==> src/rtl/swhsr_pkg.sv <==
// ---------------------------------------------------------------------------
// swhsr_pkg
// Shared types, codes and constants for the single-wire humidity sensor
// reader: channel words, configuration set, read phases and status codes.
// ---------------------------------------------------------------------------
package swhsr_pkg;

   // Frame layout
   localparam int DATA_BITS     = 40;
   localparam int BIT_IDX_W     = 6;
   localparam int TICK_W        = 16;
   localparam int LIMIT_W       = 10;
   localparam int CSR_IDX_W     = 3;
   localparam int CSR_DATA_W    = 16;

   // Line release time after the start pulse
   localparam logic [TICK_W-1:0] RELEASE_TICKS = 16'd30;

   // Request kinds
   localparam logic KIND_TICK  = 1'b0;
   localparam logic KIND_START = 1'b1;

   // Sensor types
   localparam logic SENSOR_OLD = 1'b0;
   localparam logic SENSOR_NEW = 1'b1;

   // Configuration register indexes
   localparam logic [CSR_IDX_W-1:0] CSR_SENSOR_TYPE      = 3'd0;
   localparam logic [CSR_IDX_W-1:0] CSR_START_LOW_SHORT  = 3'd1;
   localparam logic [CSR_IDX_W-1:0] CSR_START_LOW_LONG   = 3'd2;
   localparam logic [CSR_IDX_W-1:0] CSR_RESPONSE_TIMEOUT = 3'd3;
   localparam logic [CSR_IDX_W-1:0] CSR_BIT_LOW_TIMEOUT  = 3'd4;
   localparam logic [CSR_IDX_W-1:0] CSR_BIT_HIGH_TIMEOUT = 3'd5;
   localparam logic [CSR_IDX_W-1:0] CSR_ONE_THRESHOLD    = 3'd6;

   // Read phases
   typedef enum logic [2:0] {
      PH_IDLE       = 3'd0,
      PH_START_LOW  = 3'd1,
      PH_RELEASE    = 3'd2,
      PH_RESP_HIGH1 = 3'd3,
      PH_RESP_LOW   = 3'd4,
      PH_RESP_HIGH2 = 3'd5,
      PH_BIT_LOW    = 3'd6,
      PH_BIT_HIGH   = 3'd7
   } phase_type;

   // Read completion status
   typedef enum logic [1:0] {
      STATUS_OK       = 2'd0,
      STATUS_TIMEOUT  = 2'd1,
      STATUS_CHECKSUM = 2'd2
   } status_type;

   // Input word
   typedef struct packed {
      logic kind;
      logic line_level;
   } req_type;

   // Result word
   typedef struct packed {
      logic                drive_low;
      logic                busy_res;
      logic                done_res;
      status_type          status;
      logic [15:0]         humidity_tenths;
      logic signed [15:0]  temperature_tenths;
   } rsp_type;

   // Configuration set
   typedef struct packed {
      logic                sensor_type;
      logic [TICK_W-1:0]   start_low_short;
      logic [TICK_W-1:0]   start_low_long;
      logic [LIMIT_W-1:0]  response_timeout;
      logic [LIMIT_W-1:0]  bit_low_timeout;
      logic [LIMIT_W-1:0]  bit_high_timeout;
      logic [LIMIT_W-1:0]  one_threshold;
   } cfg_type;

   // Timeout limit of a wait phase
   function automatic logic [LIMIT_W-1:0] phase_limit(phase_type ph, cfg_type cfg);
      logic [LIMIT_W-1:0] lim;
      case (ph)
         PH_BIT_LOW:  lim = cfg.bit_low_timeout;
         PH_BIT_HIGH: lim = cfg.bit_high_timeout;
         default:     lim = cfg.response_timeout;
      endcase
      return lim;
   endfunction

   // Line level a wait phase counts
   function automatic logic phase_level(phase_type ph);
      return !((ph == PH_RESP_LOW) || (ph == PH_BIT_LOW));
   endfunction

endpackage

==> src/rtl/swhsr_frame_dec.sv <==
// ---------------------------------------------------------------------------
// swhsr_frame_dec
// Checks the 40-bit frame checksum and converts the raw bytes into
// humidity and temperature in tenths for either sensor type.
// ---------------------------------------------------------------------------
module swhsr_frame_dec (
   input  logic [swhsr_pkg::DATA_BITS-1:0] frame,
   input  logic                            sensor_type,
   output logic                            cks_ok,
   output logic [15:0]                     humidity,
   output logic [15:0]                     temperature
);
   import swhsr_pkg::*;

   logic [7:0]  b0, b1, b2, b3, b4;
   logic [7:0]  sum8;
   logic [15:0] raw_t;
   logic [15:0] neg_mag;

   // Byte split, first byte received is most significant
   assign b0 = frame[39:32];
   assign b1 = frame[31:24];
   assign b2 = frame[23:16];
   assign b3 = frame[15:8];
   assign b4 = frame[7:0];

   // 8-bit sum checksum
   assign sum8   = b0 + b1 + b2 + b3;
   assign cks_ok = (sum8 == b4);

   // Newer type: sign-magnitude temperature, negative zero folds to 0
   assign raw_t   = {b2, b3};
   assign neg_mag = 16'd0 - {1'b0, raw_t[14:0]};

   always_comb begin
      if (sensor_type == SENSOR_OLD) begin
         // integer value times ten as x*8 + x*2
         humidity    = {5'd0, b0, 3'd0} + {7'd0, b0, 1'b0};
         temperature = {5'd0, b2, 3'd0} + {7'd0, b2, 1'b0};
      end else begin
         humidity    = {b0, b1};
         temperature = raw_t[15] ? neg_mag : raw_t;
      end
   end

endmodule

==> src/rtl/swhsr_seq.sv <==
// ---------------------------------------------------------------------------
// swhsr_seq
// Read sequencer: start pulse, release, three response waits and 40 timed
// data bits. Advances one step per accepted word and forms the result word.
// ---------------------------------------------------------------------------
module swhsr_seq (
   input  logic               clock,
   input  logic               reset,
   input  logic               accept,
   input  swhsr_pkg::req_type req,
   input  swhsr_pkg::cfg_type cfg,
   output swhsr_pkg::rsp_type rsp
);
   import swhsr_pkg::*;

   phase_type                phase_ff, phase_in;
   logic [TICK_W-1:0]        tick_ff, tick_in;
   logic [BIT_IDX_W-1:0]     bit_idx_ff, bit_idx_in;
   logic [DATA_BITS-1:0]     frame_ff, frame_in;
   logic [15:0]              hum_ff, hum_in;
   logic [15:0]              temp_ff, temp_in;

   logic [TICK_W-1:0]        tick_inc;
   logic [TICK_W-1:0]        start_len;
   logic [LIMIT_W-1:0]       limit_now;
   logic [LIMIT_W-1:0]       limit_next;
   logic                     bit_val;
   logic [DATA_BITS-1:0]     frame_shifted;
   logic [BIT_IDX_W-1:0]     bit_idx_inc;
   phase_type                phase_after;
   logic                     cks_ok;
   logic [15:0]              dec_hum;
   logic [15:0]              dec_temp;
   logic                     done;
   status_type               status;

   // Shared step values
   assign tick_inc      = tick_ff + 16'd1;
   assign start_len     = cfg.sensor_type ? cfg.start_low_short : cfg.start_low_long;
   assign limit_now     = phase_limit(phase_ff, cfg);
   assign bit_val       = (tick_ff > {6'd0, cfg.one_threshold});
   assign frame_shifted = {frame_ff[DATA_BITS-2:0], bit_val};
   assign bit_idx_inc   = bit_idx_ff + 6'd1;

   // Phase entered when the current wait ends on a level change
   always_comb begin
      case (phase_ff)
         PH_RESP_HIGH1: phase_after = PH_RESP_LOW;
         PH_RESP_LOW:   phase_after = PH_RESP_HIGH2;
         PH_BIT_LOW:    phase_after = PH_BIT_HIGH;
         default:       phase_after = PH_BIT_LOW;
      endcase
   end
   assign limit_next = phase_limit(phase_after, cfg);

   swhsr_frame_dec u_frame_dec (
      .frame       (frame_shifted),
      .sensor_type (cfg.sensor_type),
      .cks_ok      (cks_ok),
      .humidity    (dec_hum),
      .temperature (dec_temp)
   );

   // Next state
   always_comb begin
      phase_in   = phase_ff;
      tick_in    = tick_ff;
      bit_idx_in = bit_idx_ff;
      frame_in   = frame_ff;
      hum_in     = hum_ff;
      temp_in    = temp_ff;
      done       = 1'b0;
      status     = STATUS_OK;
      if (accept) begin
         if (req.kind == KIND_START) begin
            // start is ignored while a read runs
            if (phase_ff == PH_IDLE) begin
               phase_in   = PH_START_LOW;
               tick_in    = '0;
               bit_idx_in = '0;
               frame_in   = '0;
               hum_in     = '0;
               temp_in    = '0;
            end
         end else begin
            case (phase_ff)
               PH_IDLE: begin
               end
               PH_START_LOW: begin
                  tick_in = tick_inc;
                  if (tick_inc >= start_len) begin
                     phase_in = PH_RELEASE;
                     tick_in  = '0;
                  end
               end
               PH_RELEASE: begin
                  tick_in = tick_inc;
                  if (tick_inc >= RELEASE_TICKS) begin
                     phase_in = PH_RESP_HIGH1;
                     tick_in  = '0;
                  end
               end
               default: begin
                  // wait phases
                  if (req.line_level == phase_level(phase_ff)) begin
                     tick_in = tick_inc;
                     if (tick_inc >= {6'd0, limit_now}) begin
                        done   = 1'b1;
                        status = STATUS_TIMEOUT;
                     end
                  end else begin
                     if (phase_ff == PH_BIT_HIGH) begin
                        frame_in   = frame_shifted;
                        bit_idx_in = bit_idx_inc;
                     end
                     if ((phase_ff == PH_BIT_HIGH) && (bit_idx_inc >= BIT_IDX_W'(DATA_BITS))) begin
                        done = 1'b1;
                        if (cks_ok) begin
                           status  = STATUS_OK;
                           hum_in  = dec_hum;
                           temp_in = dec_temp;
                        end else begin
                           status = STATUS_CHECKSUM;
                        end
                     end else begin
                        // the changed sample opens the next wait as its first tick
                        phase_in = phase_after;
                        tick_in  = 16'd1;
                        if (limit_next <= 10'd1) begin
                           done   = 1'b1;
                           status = STATUS_TIMEOUT;
                        end
                     end
                  end
                  if (done) begin
                     phase_in = PH_IDLE;
                     tick_in  = '0;
                  end
               end
            endcase
         end
      end
   end

   // State registers
   always_ff @(posedge clock) begin
      if (reset) begin
         phase_ff   <= PH_IDLE;
         tick_ff    <= '0;
         bit_idx_ff <= '0;
         frame_ff   <= '0;
         hum_ff     <= '0;
         temp_ff    <= '0;
      end else begin
         phase_ff   <= phase_in;
         tick_ff    <= tick_in;
         bit_idx_ff <= bit_idx_in;
         frame_ff   <= frame_in;
         hum_ff     <= hum_in;
         temp_ff    <= temp_in;
      end
   end

   // Result word for this step
   always_comb begin
      rsp.drive_low          = (phase_in == PH_START_LOW);
      rsp.busy_res           = (phase_in != PH_IDLE);
      rsp.done_res           = done;
      rsp.status             = status;
      rsp.humidity_tenths    = hum_in;
      rsp.temperature_tenths = temp_in;
   end

endmodule

==> src/rtl/single_wire_humidity_sensor_reader.sv <==
// ---------------------------------------------------------------------------
// single_wire_humidity_sensor_reader
// Runs one read of a single-wire temperature and humidity sensor, driven
// one microsecond tick per input word.
// ---------------------------------------------------------------------------
// Each input word is one timing tick carrying the sampled line level, or a
// start request. The block takes one word per clock and returns one result
// word per input word, in the next cycle from the output register; the only
// limit on rate is the output handshake, since the sequencer steps once per
// accepted word. drive_low tells the pad to pull the line low; done_res marks
// the word on which a read ends, with status and the values in tenths. The user
// writes configuration registers by index on the csr_ port while idle; not enforced.
// ---------------------------------------------------------------------------
module single_wire_humidity_sensor_reader (
   input  logic                                  clock,
   input  logic                                  reset,
   input  logic                                  req_valid,
   output logic                                  req_stall,
   input  swhsr_pkg::req_type                    req_data,
   output logic                                  rsp_valid,
   input  logic                                  rsp_stall,
   output swhsr_pkg::rsp_type                    rsp_data,
   input  logic                                  csr_wr_en,
   input  logic [swhsr_pkg::CSR_IDX_W-1:0]       csr_index,
   input  logic [swhsr_pkg::CSR_DATA_W-1:0]      csr_wr_data
);
   import swhsr_pkg::*;

   cfg_type  cfg_ff, cfg_in;
   logic     rsp_valid_ff, rsp_valid_in;
   rsp_type  rsp_word_ff, rsp_word_in;
   rsp_type  seq_rsp;
   logic     accept;

   // Input taken whenever the output register is empty or draining
   assign req_stall = rsp_valid_ff & rsp_stall;
   assign accept    = req_valid & ~req_stall;

   swhsr_seq u_seq (
      .clock  (clock),
      .reset  (reset),
      .accept (accept),
      .req    (req_data),
      .cfg    (cfg_ff),
      .rsp    (seq_rsp)
   );

   // Configuration register write
   always_comb begin
      cfg_in = cfg_ff;
      if (csr_wr_en) begin
         case (csr_index)
            CSR_SENSOR_TYPE:      cfg_in.sensor_type      = csr_wr_data[0];
            CSR_START_LOW_SHORT:  cfg_in.start_low_short  = csr_wr_data;
            CSR_START_LOW_LONG:   cfg_in.start_low_long   = csr_wr_data;
            CSR_RESPONSE_TIMEOUT: cfg_in.response_timeout = csr_wr_data[LIMIT_W-1:0];
            CSR_BIT_LOW_TIMEOUT:  cfg_in.bit_low_timeout  = csr_wr_data[LIMIT_W-1:0];
            CSR_BIT_HIGH_TIMEOUT: cfg_in.bit_high_timeout = csr_wr_data[LIMIT_W-1:0];
            CSR_ONE_THRESHOLD:    cfg_in.one_threshold    = csr_wr_data[LIMIT_W-1:0];
            default: begin
            end
         endcase
      end
   end

   always_ff @(posedge clock) begin
      if (reset) begin
         cfg_ff.sensor_type      <= SENSOR_NEW;
         cfg_ff.start_low_short  <= 16'd1500;
         cfg_ff.start_low_long   <= 16'd18000;
         cfg_ff.response_timeout <= 10'd200;
         cfg_ff.bit_low_timeout  <= 10'd100;
         cfg_ff.bit_high_timeout <= 10'd120;
         cfg_ff.one_threshold    <= 10'd40;
      end else begin
         cfg_ff <= cfg_in;
      end
   end

   // Output register
   assign rsp_valid_in = accept | (rsp_valid_ff & rsp_stall);
   assign rsp_word_in  = accept ? seq_rsp : rsp_word_ff;

   always_ff @(posedge clock) begin
      if (reset) begin
         rsp_valid_ff <= 1'b0;
      end else begin
         rsp_valid_ff <= rsp_valid_in;
      end
   end

   always_ff @(posedge clock) begin
      rsp_word_ff <= rsp_word_in;
   end

   assign rsp_valid = rsp_valid_ff;
   assign rsp_data  = rsp_word_ff;

endmodule

==> config.mk <==
export PLATFORM = sky130hd
export DESIGN_NAME = single_wire_humidity_sensor_reader
export DESIGN_NICKNAME = d
export VERILOG_FILES = /design/src/rtl/swhsr_pkg.sv /design/src/rtl/swhsr_frame_dec.sv /design/src/rtl/swhsr_seq.sv /design/src/rtl/single_wire_humidity_sensor_reader.sv
export SDC_FILE = /design/constraint.sdc
export NUM_CORES = 1
export LEC_CHECK = 0
export ABC_CLOCK_PERIOD_IN_PS = 9000
export CAP_MARGIN = 0
export CORE_UTILIZATION = 65
export CTS_CLUSTER_DIAMETER = 30
export DETAILED_ROUTE_END_ITERATION = 6
export DONT_BUFFER_PORTS = 1
export GPL_TIMING_DRIVEN = 0
export HOLD_SLACK_MARGIN = 0.05
export PLACE_DENSITY = 0.81
export SETUP_SLACK_MARGIN = 0.2
export SLEW_MARGIN = 10
export SYNTH_ARGS = -nofsm -noshare
export SYNTH_HDL_FRONTEND = slang
export SYNTH_SLANG_ARGS = --single-unit
==> constraint.sdc <==
create_clock -name clock -period 9 [get_ports clock]
set_input_delay 1.8 -clock clock [delete_from_list [all_inputs] [get_ports clock]]
set_output_delay 1.8 -clock clock [all_outputs]
set_load 0.005 [all_outputs]
==> results.md <==
- The sum of routed wire length over all layers is 31,670 µm.
- Summed over all failing endpoints, the final setup total negative slack is 0 ns.
- The area taken by multi-input logic gates is 0.006195 mm².
- The area of all placed cells without fillers is ~0.013 mm².
- Static timing analysis puts the maximum clock frequency at between 0.2 and 0.25 GHz.
- The count of endpoints failing hold in the final timing report was 0.
- The number of top-level pins is 65.
- The analysis attributes to cell leakage a power of about 5.2 nW.
- The number of enable-type register cells in the synthesized netlist is 37.
- Power spread over the standard cell area amounts to approximately 200 mW/mm².
- TritonCTS created 39 clock buffers.
- The half-perimeter wire length of the detailed placement result is 22,170 µm.
- The routed length per placed instance is 19.97 µm.
- The number of DRC violations after detailed routing is 0.
- For the pin with the worst max-slew slack, the measured transition is just over 1 ns.
- The TritonCTS clock tree is yes.
- For this run, asynchronously set or reset flops after synthesis account for 0.
- The run finished with clean final reports.
- The fraction of layout cells with a size suffix above 1 is 0.07321.
- The total of cells resized after clock tree synthesis is 0.
- For this run the aggregate overflow at the end of global routing stands at 0.
- The power after layout is around 2.6 mW.
- The depth of the CTS H-tree is 2.
- The internal portion of the total power is 1.992 mW.
- The highest-delay cell along the critical path is dfxtp_1.
- The starting density of the core is 0.6706.
- The combinational share of power is 0.042.
- VDD sags by at most approximately 0.2 mV.
- The remaining antenna violation count after routing is 0.
- The horizontal extent of the die is between 100 and 150 µm.
- The library cell used most frequently in the layout, excluding fill and tap cells, is nand2_1.
- The die area is approximately 0.018 mm².
- The count of buffers added on input and output ports is 0.
- The library cells used most frequently in the layout, excluding fill and tap cells, are 220 x nand2_1, 170 x dfxtp_1, 108 x a21oi_1, 86 x nor2_1.
- Setup violations remaining at the end of the flow were counted as 0.
- The filler cells instantiated in the layout total around 1,200.
- The clock period minus final worst setup slack is between 4 and 5 ns.
- The initial antenna violation count is 0.
- The category of the worst setup path capture point is a register.
- Among all flip-flop cells after synthesis, the most frequent one is dfxtp_1.
- CTS placed an instance of clkbuf_16 at the clock tree root.
- The overall fraction of global-route tracks in use is 0.3627.
- STA classifies the critical path startpoint as a register.
- The share of total power dissipated in sequential elements is 0.376.
- The final critical-path share of the clock period is 0.5530.
- Setup repair after global routing left no endpoint under its margin.
- The floorplan has 47 rows.
- Across all layers, the routed design uses between 10,000 and 15,000 vias.
- The clock transition at the registers of the reported paths is approximately 0.050 ns.
- The layout overhead on the synthesized area is 14.69%.
- Of the total power, the share spent switching nets is 0.2302.
- No sink is reached through more buffers than the 3 on the longest clock path.
- The timing startpoint of the critical path is u_seq.frame_ff[18].
- The worst reg2reg path endpoint is rsp_data[11].
- The number of antenna cells inserted is 0.
- The synthesized netlist occupies a cell area of between 0.01 and 0.015 mm².
- The number of standard cells after synthesis is 1,294.
- The via count of the first global-routing pass is around 9,400.
- The switching power summed over all nets is 0.5959 mW.
- The number of nets produced by synthesis is roughly 1,400.
- The synthesis warning total is 0.
- The number of synthesized register bits is 207.
- The cell depth of the worst min-delay path is 2.
- The placed instance area is between 0.01 and 0.015 mm².
- At the worst endpoint, the required time is a little over 9 ns.
- The largest clock skew in the final design is between 0.015 and 0.02 ns.
- Measured on the finished design, the core utilization comes to 0.7692.
- In this run the standard cell core region covers roughly 0.017 mm².
- The sequential cell area fraction in the yosys report is 0.4016.
- The area occupied by registers is ~0.0045 mm².
- The class of the tightest hold or removal check is register to register.
- In this run the worst path has a maximum fanout of 10.
- The signal on the critical path passes through fa_1 -> fa_1 -> ha_1 -> nor2b_1 -> o21ai_1 -> a21boi_0 -> o21a_1 -> or3_1 -> a2111oi_4 -> a21oi_2 -> or2_1 -> buf_2 -> buf_2 -> o2bb2ai_1.
- The worst slew slack as a fraction of its limit is 0.3112.
- The share of total power dissipated in the clock network is 0.582.
- The vertical die dimension is approximately 130 µm.
- The max-slew violation total from the final report was 0.
- In this run the critical register-to-register path is launched from u_seq.frame_ff[18].
- The number of setup buffers added after CTS is 0.
- For this run, the detailed router's first-pass iteration total came to 6.
- The capture point of the worst path is rsp_data[11].
- The post-layout net count is about 1,400.
- In this run the register-to-register setup slack is just over 4 ns.
- The pin count of the biggest net entering global routing is 36.
- The critical path class is register to register.
- For this run, the slowest stage of the critical path takes 0.60 ns.
- The clock insertion delay at the later pin of the skew report is about 0.52 ns.
- For this block, the initial DRC count from the detailed router was ~1,100.
- After detailed routing, the number of vias per cell comes to 6.354.
- The setup slack after placement is 4.126 ns.
- The number of hold buffers added after CTS was 0.
- The count of clock tree sinks is roughly 210.
- Max-cap violations in this run came to 0.
- Counting cells, the worst reg-to-reg path comes to 14.
- At the end of routability-driven placement, the weighted congestion stood at around 0.96.
- The number of different library cells used by synthesis comes to 75.
- In this run the mean area of a mapped cell was 8.686 µm².
- Data on the critical path arrives at its endpoint at ~5.2 ns.
- The worst path setup slack after routing is a little over 4 ns.
- The first-pass GRT wire length is 50,360 µm.
logic make-up after synthesis:
| logic type | after synthesis | share of synthesized area |
|---|---|---|
| AO/OA/AOI/OAI | 327 | 0.1936 |
| buffers and inverters | 134 | 0.04720 |
| multiplexers | 33 | 0.02950 |
| XOR/XNOR | 54 | 0.04208 |
| flip-flops | 207 | 0.4016 |
| adder cells (fa/ha/maj) | 76 | 0.09529 |
| AND/OR/NAND/NOR | 463 | 0.1907 |
layer usage:
metal | share of wire | track usage
met5 | 0 | 0
met2 | 0.43 | 0.5327
met3 | 0.12 | 0.08676
met1 | 0.42 | 0.5159
met4 | 0.035 | 0.1370
how the worst min path moves through the flow:
stage | start | to | slack, ns
after CTS | cfg_ff[10] | cfg_ff[10] | 0.45
after global placement | u_seq.temp_ff[12] | u_seq.temp_ff[12] | 0.44
final | cfg_ff[43] | cfg_ff[43] | 0.45
after detailed placement | cfg_ff[42] | cfg_ff[42] | 0.45
after floorplan | u_seq.temp_ff[9] | u_seq.temp_ff[9] | 0.43
after global routing | cfg_ff[43] | cfg_ff[43] | 0.47
through the flow:
| stage | hold WS [ns] | instances |
|---|---|---|
| after floorplan | 0.4261 | 1294 |
| after global placement | 0.4361 | 1514 |
| after detailed placement | 0.4460 | 1515 |
| after CTS | 0.4532 | 1586 |
| after global routing | 0.4731 | 1586 |
| final | 0.4532 | 1586 |
worst max-delay path, delay by kind of cell, from the launching register on:
family | cells | cell delay [ns]
flip-flops | 1 | 0.60
buffers and inverters | 2 | 0.38
AND/OR/NAND/NOR | 3 | 0.81
AO/OA/AOI/OAI | 6 | 1.51
adder cells (fa/ha/maj) | 3 | 1.36
Yosys cell counts, types with 12 or more instances:
library cell    n  area [µm²]
nand2_1       220       825.8
dfxtp_1       170        3403
a21oi_1       108       540.5
nor2_1         86       322.8
ha_1           60       750.7
clkbuf_1       58       217.7
inv_1          57       214.0
o21ai_0        54       270.3
nand3_1        40       200.2
edfxtp_1       37        1111
xnor2_1        34       297.8
mux2i_1        32       320.3
o2bb2ai_1      30       262.8
a22oi_1        28       210.2
nor3_1         24       120.1
xor2_1         20       175.2
fa_1           16       320.3
a21o_1         13       97.59
nand4_1        12       75.07
nor4_1         12       75.07
registers in the layout, indices dropped and copies added (netlist names):
signal / count
cfg_ff: 73
u_seq.temp_ff: 16
u_seq.hum_ff: 16
u_seq.phase_ff: 3
u_seq.tick_ff: 16
u_seq.bit_idx_ff: 6
rsp_valid: 1
rsp_data: 37
u_seq.frame_ff: 39
power by group through the flow:
| stage | logic (mW) | clock network [mW] | registers (mW) |
|---|---|---|---|
| after global routing | 0.118 | 1.55 | 0.976 |
| after global placement | 0.101 | 0 | 0.992 |
| after floorplan | 0.0751 | 0 | 0.988 |
| final | 0.109 | 1.51 | 0.975 |
| after CTS | 0.106 | 1.51 | 0.975 |
| after detailed placement | 0.104 | 0 | 0.992 |
cell type report:
cell class,instances,area share
multi-input cells,953,0.4805
repair buffers,1,0.001553
inverters,58,0.01689
plain buffers,76,0.02436
clock buffers,45,0.07978
clock inverters,26,0.02533
flip-flops and latches,207,0.3502
well taps,220,0.02135
Note: power is estimated with default switching activity, not from simulation.
